[src/hw/rtl/rau_pkg.sv]
`timescale 1ns / 1ps
package rau_pkg;

    typedef enum logic [1:0] {
        OP_ADD = 2'd0,
        OP_SUB = 2'd1,
        OP_MUL = 2'd2,
        OP_DIV = 2'd3
    } op_t;

    typedef struct packed {
        logic [1:0]         kind;
        logic signed [31:0] a_num;
        logic [30:0]        a_den;
        logic signed [31:0] b_num;
        logic [30:0]        b_den;
    } in_item_t;

    typedef struct packed {
        logic signed [31:0] res_num;
        logic [30:0]        res_den;
        logic               den_zero;
        logic               overflow;
    } out_item_t;

    // one classified request: magnitudes and sign of the unreduced pair
    typedef struct packed {
        logic [63:0] un;
        logic [63:0] ud;
        logic        nneg;
        logic        dneg;
    } job_t;

    typedef enum logic [2:0] {
        FS_IDLE,
        FS_MUL1,
        FS_MUL2,
        FS_SUM,
        FS_PUSH
    } front_state_t;

    typedef enum logic [2:0] {
        BS_IDLE,
        BS_GCD,
        BS_DIVN,
        BS_DIVD,
        BS_FMT,
        BS_OUT
    } back_state_t;

endpackage

[src/hw/rtl/rau_fifo.sv]
`timescale 1ns / 1ps
module rau_fifo (
    input  logic           aclk,
    input  logic           aresetn,
    input  logic           wr_valid,
    output logic           wr_ready,
    input  rau_pkg::job_t  wr_data,
    output logic           rd_valid,
    input  logic           rd_ready,
    output rau_pkg::job_t  rd_data
);

    rau_pkg::job_t slot_reg [2];
    logic          wp_reg, rp_reg;
    logic [1:0]    cnt_reg;
    logic          wr_fire, rd_fire;

    assign wr_ready = cnt_reg != 2'd2;
    assign rd_valid = cnt_reg != 2'd0;
    assign rd_data  = slot_reg[rp_reg];
    assign wr_fire  = wr_valid && wr_ready;
    assign rd_fire  = rd_valid && rd_ready;

    always_ff @(posedge aclk) begin
        if (!aresetn) begin
            wp_reg  <= 1'b0;
            rp_reg  <= 1'b0;
            cnt_reg <= 2'd0;
        end else begin
            if (wr_fire) wp_reg <= !wp_reg;
            if (rd_fire) rp_reg <= !rp_reg;
            cnt_reg <= cnt_reg + 2'(wr_fire) - 2'(rd_fire);
        end
    end

    always_ff @(posedge aclk) begin
        if (wr_fire) slot_reg[wp_reg] <= wr_data;
    end

    a_cnt: assert property (@(posedge aclk) disable iff (!aresetn) cnt_reg != 2'd3)
        else $error("queue count out of range");

endmodule

[config.mk]
export PLATFORM = sky130hd
export DESIGN_NAME = rau_fifo
export DESIGN_NICKNAME = d
export VERILOG_FILES = /design/src/hw/rtl/rau_pkg.sv /design/src/hw/rtl/rau_fifo.sv
export SDC_FILE = /design/constraint.sdc
export NUM_CORES = 1
export LEC_CHECK = 0
export ABC_AREA = 1
export BUFFER_PORTS_ARGS = -buffer_cell sky130_fd_sc_hd__buf_2
export CAP_MARGIN = 20
export CORE_MARGIN = 2
export CORE_UTILIZATION = 32
export CTS_CLUSTER_DIAMETER = 100
export DETAILED_ROUTE_END_ITERATION = 12
export HOLD_SLACK_MARGIN = 0.15
export SLEW_MARGIN = 40
export SYNTH_ARGS = -nofsm -noshare
export SYNTH_HDL_FRONTEND = slang
export SYNTH_SLANG_ARGS = --single-unit
[constraint.sdc]
create_clock -name aclk -period 8.8 [get_ports aclk]
set_input_delay 1.32 -clock aclk [delete_from_list [all_inputs] [get_ports aclk]]
set_output_delay 1.32 -clock aclk [all_outputs]
set_load 0.1 [all_outputs]
## Yosys cells after proc, flatten, opt, wreduce, memory -nomap -nowiden

Memories as Yosys holds them, arrays and structs flattened. A register that Yosys moved wholly into a read port is not among the register bits.
Cells that the tools add are included.

- Memory bits (writable): 260
- Output and inout port bits: 132
- Latch bits: 0
- Logic and storage cells: 16
- Input port bits: 134
- Memories kept: 1
- Register bits: 4
- Memory bits (read-only): 0

Memory list:

| memory | words | width | rd ports | clocked after memory_dff | write ports | RTL line | text |
|---|---|---|---|---|---|---|---|
| slot_reg | 2 | 130 | 1 | 1 | 1 | rau_fifo.sv:13 | `rau_pkg::job_t slot_reg [2];` |

- Reduce and logical (&&, ||, !) cells: 5
- Bitwise logic cells: 0
- $add $sub $neg: 2
- Div/mod/pow operators: 0
- Multiply operators: 0
- Shift-type cells: 0
- Multiplexer cells: 4
- Equal/unequal tests: 1
- $lt $le $gt $ge: 0

Operators by type and width:

| kind | count |
|---|---|
| $mux W1 | 4 |
| $add A2 B1 Y2 | 1 |
| $logic_and A1 B1 Y1 | 2 |
| $logic_not A1 Y1 | 2 |
| $ne A2 B2 Y1 const B | 1 |
| $reduce_bool A2 Y1 | 1 |
| $sub A2 B1 Y2 | 1 |

## Longest topological paths before layout

- Depth after elaboration: 4
- Depth in mapped cells: 11
- Depth with buffers taken out: 11

## Least setup slack after synthesis

Ideal clock, no wire load.

- Kind: in2reg
- Start: input wr_valid
- End: memory slot_reg[1][0] (netlist bit), enable pin
- Data required time: 8177 ps
- Arrival time: 6970 ps
- Setup slack: 1207 ps
- Setup time: 623 ps
- Path buffers: 0
- Stages on the path: 2
- Cells stage by stage: nand2_1 -> nor2_1

- Cells in the longest elaborated chain, start to end: 3

RTL lines:

| what | RTL line | text |
|---|---|---|
| start: declaration | rau_fifo.sv:5 | `input logic wr_valid,` |
| $logic_and A1 B1 Y1 | rau_fifo.sv:21 | `assign wr_fire = wr_valid && wr_ready;` |
| $mux W1 | rau_fifo.sv:37 | `if (wr_fire) slot_reg[wp_reg] <= wr_data;` |
| $mux W1 (implied by the code) | rau_fifo.sv:37 |  |
| end: declaration | rau_fifo.sv:13 |  |

Every way passes these cells.

==> metrics <==
top cell type's share of synthesized area=81.0%; Mean Syn Cell Area=21.9 µm²; initial antenna violation count=6; HPWL Detailed=12500 µm; synth warn=0; Core ar.=29600 µm²; clock latency on the worst-skew pair=~540 ps; max FFs per register=260; number of remaining DRC errors=0; status=complete, no violations; largest cells by area after synthesis=edfxtp_1 81%, mux2_2 15%, buf_6 1.2%, dfxtp_1 1.0%, nand2_1 0.43%; Hold Path Depth=2; post-synthesis register bit count=265; final layout net count=863; Syn Nets=575; min Tclk post-route=3910 ps; post-DR wirelength/cell=approximately 17 µm; reg-to-reg slack, setup=~7000 ps; global route total overflow=0; hold buffer count at CTS=0; Via density=4.33; CP Max Fanout=63; CTS Buf Count=29; Synth area leader=edfxtp_1; R2R Path End=slot_reg[1][95]; actual slew at the worst max-slew pin=approximately 760 ps; PortBufs=265; setup bufs post-CTS=0; R2R Path Start=cnt_reg[0]; Vias=roughly 5000; Setup crit end kind=output port; Top Usage Layer GRT=met2; sequential area share after synthesis=82.0%; Area growth, synth to finish=28.3%; drt first pass iters=5; first-pass GRT wire length=28100 µm; Crit path required time=7480 ps; FILL cells=2720; met3 GRT Util=4.26%; PostCTS Resize Cnt=0; gr usage total=between 10% and 20%; CP peak stage delay=670 ps; Bufs and invs on worst path=2; DIE WIDTH=178 µm; fmax=roughly 0.26 GHz; GRT met2 Usage=19.3%; final setup fails=0; Top Ports=266; Die Ht=178 µm; area of the mapped netlist=~9600 µm²; CP Class=register to output port; synthesized instance count=between 400 and 500; largest net degree at the start of global routing=72; Clk pin slew, worst setup/hold paths=about 60 ps; share of cells above drive strength 1=between 50% and 60%; initial drt markers=233; post-synth cell types=13; Initial Utilization=32.5%; RSZ-0062 raised after global routing=false; CP Cell Sequence=buf_6 -> mux2_2 -> buf_2; delay-heaviest family, CP=buffers and inverters; post-route clock period utilization=between 40% and 50%; CP max-delay cell=dfxtp_4; # rows=63; hold_sp=rp_reg; Root Buffer=clkbuf_16; Setup TNS Final=0 ps; vias in the first global route=5215; maxcap violations=0; remaining antenna violation count after routing=0; Die ar.=31500 µm²; Min-Delay Path Class=register to register; Bufs on Longest Clock Path=3; FF-to-FF path depth=5; Hold Violations, Final=0; Clock Sink Count=265; GPL Wtd Cong=0.752; TritonCTS clock tree=yes; CTS H-tree depth=1; met1 global-route usage=13.8%; clock skew=10.1 ps; Worst Path Arrival=2590 ps; Slew Viols, Final=0; Max-slew headroom=49.6%; crit start category=register; drt total wl=a little under 20000 µm
==> area by class of cell <==
class | count | area, µm² | share of cell area, %
Antenna cell | 3 | 7.51 | 0.0607
Clock buffer | 39 | 793 | 6.41
Clock inverter | 15 | 155 | 1.25
Inverter | 7 | 26.3 | 0.212
Multi-Input combinational cell | 154 | 1590 | 12.8
Sequential cell | 265 | 7910 | 64.0
Tap cell | 390 | 488 | 3.94
Timing Repair Buffer | 271 | 1400 | 11.3
==> kinds of logic after synthesis <==
logic type / Yosys count / synth area share [%]
adders and majority gates: 1 / 0.130
xor gates and xnor gates: 1 / 0.0909
AOI/OAI and AO/OA: 1 / 0.0519
buffers and inverters: 21 / 1.67
and+or+nand+nor: 21 / 0.831
DFF: 265 / 82.0
muxes: 130 / 15.2
==> cells in the final DEF (no fill, tap or decap) <==
cell	count
buf_2	265
edfxtp_1	260
mux2_2	130
clkbuf_16	29
nand2_1	11
inv_1	7
nor2_1	7
clkbuf_1	7
clkinv_2	5
buf_6	5
clkinv_1	4
dfxtp_1	4
diode_2	3
bufinv_16	3
clkbuf_8	3
nor2_4	2
inv_6	2
xnor2_1	1
a21oi_1	1
nand3_1	1
ha_1	1
dfxtp_4	1
clkinvlp_4	1
buf_12	1
==> cells in the mapped netlist <==
cell type    n
ha_1         1
inv_1        7
dfxtp_1      5
a21oi_1      1
nand3_1      1
buf_6       10
nor2_1       9
nand2_1     11
buf_2        3
mux2_2     130
xnor2_1      1
edfxtp_1   260
buf_4        1
==> how the worst max path moves through the flow <==
stage                                end  cells past startpoint  slack [ps]
after floorplan           slot_reg[1][0]                      2        1210
after global placement       rd_data[67]                      3        4810
after detailed placement     rd_data[47]                      3        5430
after CTS                    rd_data[67]                      3        4810
after global routing          rd_data[4]                      3        4720
final                        rd_data[12]                      3        4890
==> stage by stage <==
| stage | utilization [%] | hold WS [ps] | instance area [µm²] | setup slack [ps] | cells |
|---|---|---|---|---|---|
| after floorplan | - | 467 | 9640 | 1210 | 440 |
| after global placement | 38.4 | 482 | 11400 | 4810 | 1086 |
| after detailed placement | 38.5 | 491 | 11400 | 5430 | 1087 |
| after CTS | 41.7 | 509 | 12400 | 4810 | 1141 |
| after global routing | 41.7 | 556 | 12400 | 4720 | 1143 |
| final | 41.7 | 506 | 12400 | 4890 | 1144 |
==> layer usage <==
metal	vias up	part of all wire (%)
li1	2316	-
met1	2401	39
met2	181	48
met3	46	9.7
met4	6	2.7
met5	-	0.20
==> worst min-delay path, delay by kind of cell (launching register included) <==
| family | cells | cell delay, ps |
|---|---|---|
| flops | 1 | 330 |
| simple gates | 2 | 150 |
Power is left out: the tool's default activity adds up to more than one toggle a clock period on the data nets, which glitch-free logic cannot reach.
