File: src/hw/rtl/rau_pkg.sv
`timescale 1ns / 1ps
package rau_pkg;

    typedef enum logic [1:0] {
        OP_ADD = 2'd0,
        OP_SUB = 2'd1,
        OP_MUL = 2'd2,
        OP_DIV = 2'd3
    } op_t;

    typedef struct packed {
        logic [1:0]         kind;
        logic signed [31:0] a_num;
        logic [30:0]        a_den;
        logic signed [31:0] b_num;
        logic [30:0]        b_den;
    } in_item_t;

    typedef struct packed {
        logic signed [31:0] res_num;
        logic [30:0]        res_den;
        logic               den_zero;
        logic               overflow;
    } out_item_t;

    // one classified request: magnitudes and sign of the unreduced pair
    typedef struct packed {
        logic [63:0] un;
        logic [63:0] ud;
        logic        nneg;
        logic        dneg;
    } job_t;

    typedef enum logic [2:0] {
        FS_IDLE,
        FS_MUL1,
        FS_MUL2,
        FS_SUM,
        FS_PUSH
    } front_state_t;

    typedef enum logic [2:0] {
        BS_IDLE,
        BS_GCD,
        BS_DIVN,
        BS_DIVD,
        BS_FMT,
        BS_OUT
    } back_state_t;

endpackage

File: src/hw/rtl/rau_back.sv
`timescale 1ns / 1ps
module rau_back #(
    parameter int WORD_BITS = 32
) (
    input  logic               aclk,
    input  logic               aresetn,
    input  logic               job_valid,
    output logic               job_ready,
    input  rau_pkg::job_t      job_data,
    output logic               m_valid,
    input  logic               m_ready,
    output rau_pkg::out_item_t m_data
);

    localparam int CW = 6;

    rau_pkg::back_state_t state_reg, state_next;
    logic [63:0]   un_reg, ud_reg, x_reg, y_reg;
    logic [63:0]   rem_reg;
    logic [62:0]   quo_reg;
    logic [CW-1:0] bit_reg;
    logic          nneg_reg, dneg_reg;
    logic [64:0]   trial;
    logic [63:0]   dvd;
    rau_pkg::out_item_t res_reg;
    logic          neg_fin;
    logic [63:0]   tn;
    logic [63:0]   limit;
    logic          ovf;
    logic          gcd_step_done;

    // one restoring-division bit per cycle, shared by gcd remainders and both reductions
    assign dvd   = (state_reg == rau_pkg::BS_GCD) ? x_reg :
                   (state_reg == rau_pkg::BS_DIVN) ? un_reg : ud_reg;
    assign trial = {rem_reg, dvd[bit_reg]} - {1'b0, y_reg};
    assign gcd_step_done = bit_reg == CW'(0);

    assign limit   = 64'd1 << (WORD_BITS - 1);
    assign neg_fin = (un_reg != 64'd0) && (nneg_reg ^ (dneg_reg && ud_reg != 64'd0));
    assign tn      = neg_fin ? (64'd0 - un_reg) : un_reg;
    assign ovf     = (neg_fin ? (un_reg > limit) : (un_reg >= limit)) || (ud_reg >= limit);

    always_ff @(posedge aclk) begin
        if (!aresetn) begin
            state_reg <= rau_pkg::BS_IDLE;
        end else begin
            state_reg <= state_next;
        end
    end

    always_ff @(posedge aclk) begin
        unique case (state_reg) inside
            rau_pkg::BS_IDLE: begin
                if (job_valid) begin
                    un_reg   <= job_data.un;
                    ud_reg   <= job_data.ud;
                    nneg_reg <= job_data.nneg;
                    dneg_reg <= job_data.dneg;
                    x_reg    <= job_data.un;
                    y_reg    <= job_data.ud;
                    rem_reg  <= 64'd0;
                    bit_reg  <= CW'(63);
                end
            end
            rau_pkg::BS_GCD, rau_pkg::BS_DIVN, rau_pkg::BS_DIVD: begin
                if (state_reg == rau_pkg::BS_GCD && y_reg == 64'd0) begin
                    // gcd in x; divide un by it
                    y_reg   <= x_reg;
                    rem_reg <= 64'd0;
                    bit_reg <= CW'(63);
                end else if (gcd_step_done) begin
                    rem_reg <= 64'd0;
                    bit_reg <= CW'(63);
                    if (state_reg == rau_pkg::BS_GCD) begin
                        x_reg <= y_reg;
                        y_reg <= trial[64] ? {rem_reg[62:0], dvd[0]} : trial[63:0];
                    end else if (state_reg == rau_pkg::BS_DIVN) begin
                        un_reg <= {quo_reg, !trial[64]};
                    end else begin
                        ud_reg <= {quo_reg, !trial[64]};
                    end
                end else begin
                    if (!trial[64]) rem_reg <= trial[63:0];
                    else rem_reg <= {rem_reg[62:0], dvd[bit_reg]};
                    quo_reg <= {quo_reg[61:0], !trial[64]};
                    bit_reg <= bit_reg - CW'(1);
                end
            end
            rau_pkg::BS_FMT: begin
                res_reg.res_num  <= 32'($signed(tn[WORD_BITS-1:0]));
                res_reg.res_den  <= 31'(ud_reg[WORD_BITS-2:0]);
                res_reg.den_zero <= ud_reg == 64'd0;
                res_reg.overflow <= ovf;
            end
            default: ;
        endcase
    end

    always_comb begin
        state_next = state_reg;
        job_ready  = 1'b0;
        m_valid    = 1'b0;
        unique case (state_reg)
            rau_pkg::BS_IDLE: begin
                job_ready = 1'b1;
                if (job_valid) state_next = rau_pkg::BS_GCD;
            end
            rau_pkg::BS_GCD: begin
                if (y_reg == 64'd0)
                    state_next = (x_reg == 64'd0) ? rau_pkg::BS_FMT : rau_pkg::BS_DIVN;
            end
            rau_pkg::BS_DIVN: if (gcd_step_done) state_next = rau_pkg::BS_DIVD;
            rau_pkg::BS_DIVD: if (gcd_step_done) state_next = rau_pkg::BS_FMT;
            rau_pkg::BS_FMT:  state_next = rau_pkg::BS_OUT;
            rau_pkg::BS_OUT: begin
                m_valid = 1'b1;
                if (m_ready) state_next = rau_pkg::BS_IDLE;
            end
            default: state_next = rau_pkg::BS_IDLE;
        endcase
    end

    assign m_data = res_reg;

    a_out_hold: assert property (@(posedge aclk) disable iff (!aresetn)
        m_valid && !m_ready |=> m_valid && $stable(res_reg))
        else $error("result changed while stalled");
    a_zero_den: assert property (@(posedge aclk) disable iff (!aresetn)
        m_valid && res_reg.den_zero |-> res_reg.res_den == 31'd0)
        else $error("zero denominator flagged with nonzero denominator");
    a_div_after: assert property (@(posedge aclk) disable iff (!aresetn)
        state_reg == rau_pkg::BS_DIVN && gcd_step_done |=> state_reg == rau_pkg::BS_DIVD)
        else $error("reduction order broken");

endmodule

File: config.mk
export PLATFORM = sky130hd
export DESIGN_NAME = rau_back
export DESIGN_NICKNAME = d
export VERILOG_FILES = /design/src/hw/rtl/rau_pkg.sv /design/src/hw/rtl/rau_back.sv
export SDC_FILE = /design/constraint.sdc
export NUM_CORES = 1
export LEC_CHECK = 0
export ABC_AREA = 1
export ABC_CLOCK_PERIOD_IN_PS = 10500
export BUFFER_PORTS_ARGS = -buffer_cell sky130_fd_sc_hd__buf_4
export CAP_MARGIN = 15
export CORE_MARGIN = 2
export CORE_UTILIZATION = 45
export DETAILED_ROUTE_END_ITERATION = 12
export GPL_ROUTABILITY_DRIVEN = 1
export PLACE_DENSITY = 0.59
export SETUP_SLACK_MARGIN = 0.2
export SLEW_MARGIN = 5
export SYNTH_ARGS = -nofsm -noshare
export SYNTH_HDL_FRONTEND = slang
export SYNTH_SLANG_ARGS = --single-unit
File: constraint.sdc
create_clock -name aclk -period 10.5 [get_ports aclk]
set_clock_uncertainty 0.15 [all_clocks]
set_input_delay 1.05 -clock aclk [delete_from_list [all_inputs] [get_ports aclk]]
set_output_delay 1.05 -clock aclk [all_outputs]
set_load 0.02 [all_outputs]
---- After elaboration in Yosys (flattened, before gate mapping) ----
Cells that the tools add are included.
operators by class
  equality and inequality tests ........... 18
  add/subtract/negate cells ............... 3
  multiplexer cells ....................... 45
  bitwise logic cells ..................... 3
  reduce and logical (&&, ||, !) cells .... 22
  magnitude comparators ................... 4
operators with widths
  operator                                                             count
  2-to-1 mux 64 bit                                                    23
  one-hot mux 64 bit (2 select lines)                                  5
  logical NOT 64 bit                                                   3
  greater-or-equal comparator 64 x 32 -> 1 bit, second input constant  2
  nonzero test 64 bit                                                  2
  subtractor 65 x 64 -> 65 bit                                         1
  greater-than comparator 64 x 32 -> 1 bit, second input constant      1
  2-to-1 mux 32 bit                                                    1
  subtractor 1 x 32 -> 32 bit, first input constant                    1
  != test 2 bit, second input constant                                 10
  2-to-1 mux 3 bit                                                     6
  2-to-1 mux 6 bit                                                     3
  one-hot mux 3 bit (6 select lines)                                   1
  one-hot mux 6 bit (2 select lines)                                   1
  AND reduction 6 bit                                                  2
  AND reduction 5 bit                                                  2
  < comparator 6 x 7 -> 1 bit, second input constant                   1
  binary-select mux 1 bit (select 6 bit)                               1
  == test 3 x 2 -> 1 bit, second input constant                        2
  == test 3 bit, second input constant                                 2
  logical NOT 6 bit                                                    1
  != test 3 bit, second input constant                                 2
  subtractor 6 x 1 -> 6 bit, second input constant                     1
  2-to-1 mux 1 bit                                                     4
  other kinds (13)                                                     17
storage, ports and cells
  bits of input ports ..................... 134
  flip-flop bits (word level) ............. 459
  logic and storage cells ................. 109

---- Longest topological paths before layout ----
  depth in word-level cells ............... 12
  depth in mapped cells ................... 38

---- Least setup slack after synthesis ----
No wires, ideal clock.
  path kind ............................... reg2reg
  start point ............................. reg state_reg[1]
  end point ............................... reg x_reg[0] (enable)
  setup time .............................. 0.565 ns
  path buffers ............................ 3
  slack ................................... 0.666 ns
  cell stages (with the launch flop) ...... 10
  data arrival time ....................... 9.120 ns
  cells stage by stage .................... dfxtp_1 buf_2 buf_2 buf_1 nor2_1 nand2_1 inv_1 nor2_1 nand2_1 nor3_1
between the ends
  cells in the longest elaborated chain, start to end .. 4
  elaborated cells between the ends (all ways) .. 12
RTL lines
  what                                                                     line                            source
  start, declared                                                          rau_back.sv:17                  rau_pkg::back_state_t state_reg, state_next;
  start signal, assigned                                                   rau_back.sv:45                  state_reg <= rau_pkg::BS_IDLE;
  start signal, assigned                                                   rau_back.sv:47                  state_reg <= state_next;
  == test 3 x 1 -> 1 bit / == test 3 x 2 -> 1 bit (equally long branches)  -
  OR reduction 3 bit / logical AND 1 bit (equally long branches)           rau_back.sv:52, rau_back.sv:66
  != test 2 bit (no line) / nonzero test 2 bit (equally long branches)     -
  AND reduction 5 bit (no line) (*)                                        -
  end signal, assigned                                                     rau_back.sv:59                  x_reg <= job_data.un;
  end signal, assigned                                                     rau_back.sv:75                  x_reg <= y_reg;
  end, declared                                                            rau_back.sv:18                  logic [63:0] un_reg, ud_reg, x_reg, y_reg;
Mark *: on every way between the ends. The rest lies on a longest branch, timed or not.
A chain may end at the register's enable or synchronous reset.

---- Final worst setup path ----
  start point ............................. reg state_reg[1]
  end point ............................... reg y_reg[31], data pin
between the ends
  cells in the longest elaborated chain, start to end .. 11
  elaborated cells between the ends (all ways) .. 16
RTL lines
  what                                     line            source
  == test 3 x 2 -> 1 bit                   rau_back.sv:34  (state_reg == rau_pkg::BS_DIVN) ? un_reg : ud_reg;
  2-to-1 mux 64 bit                        rau_back.sv:34
  2-to-1 mux 64 bit                        rau_back.sv:33  assign dvd = (state_reg == rau_pkg::BS_GCD) ? x_reg :
  binary-select mux 1 bit (select 6 bit)   rau_back.sv:35  assign trial = {rem_reg, dvd[bit_reg]} - {1'b0, y_reg};
  2-to-1 mux 1 bit (not written as such)   rau_back.sv:35
  subtractor 65 x 64 -> 65 bit             rau_back.sv:35
  2-to-1 mux 64 bit                        rau_back.sv:76  y_reg <= trial[64] ? {rem_reg[62:0], dvd[0]} : trial[63:0];
  2-to-1 mux 64 bit                        rau_back.sv:74  if (state_reg == rau_pkg::BS_GCD) begin
  2-to-1 mux 64 bit                        rau_back.sv:71  end else if (gcd_step_done) begin
  2-to-1 mux 64 bit                        rau_back.sv:66  if (state_reg == rau_pkg::BS_GCD && y_reg == 64'd0) begin
  one-hot mux 64 bit (2 select lines) (*)  rau_back.sv:52  unique case (state_reg) inside
  end signal, assigned                     rau_back.sv:60  y_reg <= job_data.ud;
  end signal, assigned                     rau_back.sv:68  y_reg <= x_reg;
  end signal, assigned                     rau_back.sv:76
  end, declared                            rau_back.sv:18
Mark *: on every way between the ends. The rest lies on a longest branch, timed or not. The select of a mux whose other input is x is not followed.

==> impl_metrics.tcl <==
set metrics [dict create \
    hold_path.class "flip-flop to flip-flop" \
    clock-sinks 459 \
    hold_end "quo_reg[54]" \
    antenna_left 0 \
    multi_input_comb_area_sq_um 11500 \
    slew_violations 0 \
    avgSynthCellArea_sq_um 8.151 \
    core_sq_um 60360 \
    dp_cells 4257 \
    hp-start "quo_reg[53]" \
    io_buffers 200 \
    finalSetupViolCount 0 \
    die_w_microns 251.1 \
    start_kind "flip-flop" \
    cp.required_ns 10.68 \
    die-area_sq_um 63070 \
    yosys.cell_types.count 43 \
    dp_slack_ns 4.199 \
    cts_buffers 51 \
    min_period_ns 6.457 \
    switching_share_pct 50.96 \
    irDropWorstVdd_uv 264.1 \
    tightestPinTransition_ns 1.139 \
    internal_power_w 0.006180 \
    die-height_microns 251.1 \
    drt_iter0_drc 3088 \
    viasPerCell 5.787 \
    min_path_cells 0 \
    place_hpwl_microns 82890 \
    h-tree-depth 2 \
    dr.pass1.iters 7 \
    stdcell_count 4353 \
    cts_resized 0 \
    drc 0 \
    synth_ff_type "edfxtp_1" \
    synthArstFlopShare_pct 0 \
    cts-hold-fix-buffers 0 \
    regArea_sq_um 13750 \
    rrSetupSlack_ns 4.04 \
    layout-drive-gt1-share_pct 10.62 \
    cap_violations 0 \
    postCtsSetupBuffers 0 \
    ioPinCount 201 \
    power_density_nw_per_um2 403.0 \
    track_usage_pct 33.56 \
    area_growth_pct 13.78 \
    switchingPower_w 0.006423 \
    hold_violations 0 \
    synthesis.nets 3573 \
    path_max_fanout 66 \
    largest_reg_flops 65 \
    fill_cells 5864 \
    wl_per_cell_microns 24.57 \
    synth_area_sq_um 27480 \
    cts_tree "built" \
    grt_pass1_wl_microns 155700 \
    end_kind "flip-flop" \
    crit_top_cell "nand3_1" \
    cts_max_path_buffers 3 \
    worst_path_largest_cell_delay_ns 0.85 \
    vias 25190 \
    ys_warn_count 0 \
    crit_arrival_ns 6.63 \
    grt_max_degree 175 \
    synthCells 3372 \
    max_freq_mhz 154.9 \
    cp_slowest_cell "nand3_1" \
    finalCritPeriodShare_pct 61.49 \
    rr_startpoint "state_reg[1]" \
    fp-row-count 90 \
    grt_overflow 0 \
    initial_core_util_pct 45.53 \
    p_leak_nw 13.55 \
    clk_transition_reported_paths_ns 0.06 \
    worstSkewPairLatency_ns 0.63 \
    max_slew_margin_pct 24.07 \
    reg2reg_depth 30 \
    critPathLaunch "state_reg[1]" \
    rsz0062_at_grt "no" \
    nNetsFinal 3729 \
    status "finished clean" \
    pwr-share-seq_pct 31.1 \
    cts-root-buf "clkbuf_16" \
    synth_edf_count 456 \
    wl_microns 106900 \
    p_comb_share_pct 54.9 \
    fin_setup_tns_ns 0 \
    place.gp.congestion 1.017 \
    worstSetupPathType "flip-flop to flip-flop" \
    synth.yosys.seq_area_share_pct 50.04 \
    clkPwrFrac_pct 14.0 \
    synth_seq_cells 459 \
    antenna_found_initial 4 \
    setup_slack_ns 4.043 \
    r2r-end "y_reg[31]" \
    grt_pass1_vias 23810 \
]
-- power by group through the flow --
stage	Combinational, W	Clock [W]	Sequential, W
6_report	0.00692	0.00176	0.00392
3_3_place_gp	0.00671	0	0.00391
5_1_grt	0.00759	0.00185	0.00399
4_1_cts	0.00679	0.00177	0.00390
3_5_place_dp	0.00676	0	0.00392
2_1_floorplan	0.00457	0	0.00377
-- metal layers --
layer	track usage (%)	wire length, microns	vias to the layer above
met2	49.65	45840	1281
met4	10.20	3247	2
li1	-	-	11630
met1	49.23	46160	12130
met5	0	18	-
met3	7.227	11680	151
-- cell usage in the layout, fill, tap and decap left out, drive strengths merged, types with 62 or more instances in the layout --
cell    count
a21oi     249
buf       225
clkbuf     62
edfxtp    456
ha         66
inv       459
nand2     866
nand3     319
nor2      307
o21ai     293
-- critical path, delay by kind of cell (launching register included) --
kind	cells	cell delay [ns]
buf+inv	3	0.89
fa+ha+maj	2	0.63
simple gates	25	4.04
flops	1	0.33
-- worst max-delay path by stage --
stage                      endpoint  slack [ns]  cells after the start
after CTS                 y_reg[46]        4.15                     31
after floorplan            x_reg[0]        0.67                      9
after global routing      y_reg[21]        3.62                     32
final                     y_reg[31]        4.04                     30
after global placement    y_reg[26]        4.35                     31
after detailed placement  y_reg[21]        4.20                     31
-- Yosys cell counts (all sizes together) (3+ instances only) --
library cell | count | area, sq um
nand3 | 319 | 1629
xor2 | 55 | 481.7
o21ai | 293 | 1466
ha | 66 | 825.8
nand3b | 12 | 90.09
nor2 | 307 | 1202
a21oi | 249 | 1257
buf | 55 | 312.8
clkbuf | 67 | 251.5
xnor2 | 5 | 43.79
nand2 | 866 | 3403
o211ai | 13 | 97.59
edfxtp | 456 | 13690
nand4 | 47 | 294.0
nor4 | 46 | 309.0
a21o | 3 | 22.52
dfxtp | 3 | 60.06
o21bai | 11 | 82.58
inv | 459 | 1723
nor3 | 30 | 160.2
-- layout make-up --
| type | instances | area share [%] |
|---|---|---|
| Multi-Input combinational cell | 2330 | 36.78 |
| Antenna cell | 1 | 0.008002 |
| Clock buffer | 62 | 4.213 |
| Clock inverter | 33 | 0.9243 |
| Inverter | 461 | 5.558 |
| Sequential cell | 459 | 43.98 |
| Tap cell | 782 | 3.129 |
| Timing Repair Buffer | 225 | 5.402 |
-- logic make-up (layout without fill, tap and decap cells) --
logic type | after synthesis | count (layout) | share of synthesized area, %
AOI/OAI and AO/OA | 575 | 575 | 10.81
adders and majority gates | 67 | 67 | 3.077
buffers and inverters | 583 | 781 | 8.349
other | 0 | 1 | 0
DFF | 459 | 459 | 50.04
and+or+nand+nor | 1628 | 1628 | 25.81
xor gates and xnor gates | 60 | 60 | 1.912
-- metrics by stage --
step / power (W) / instance area (sq um) / hold slack [ns] / utilization, %
final: 0.01260 / 31270 / 0.2889 / 51.81
after global routing: 0.01343 / 31270 / 0.3125 / 51.81
after detailed placement: 0.01068 / 29660 / 0.2825 / 49.14
after floorplan: 0.008337 / 27480 / 0.2764 / -
after global placement: 0.01062 / 29660 / 0.2807 / 49.14
after CTS: 0.01246 / 31270 / 0.2883 / 51.81
(Power assumes the default switching activity.)
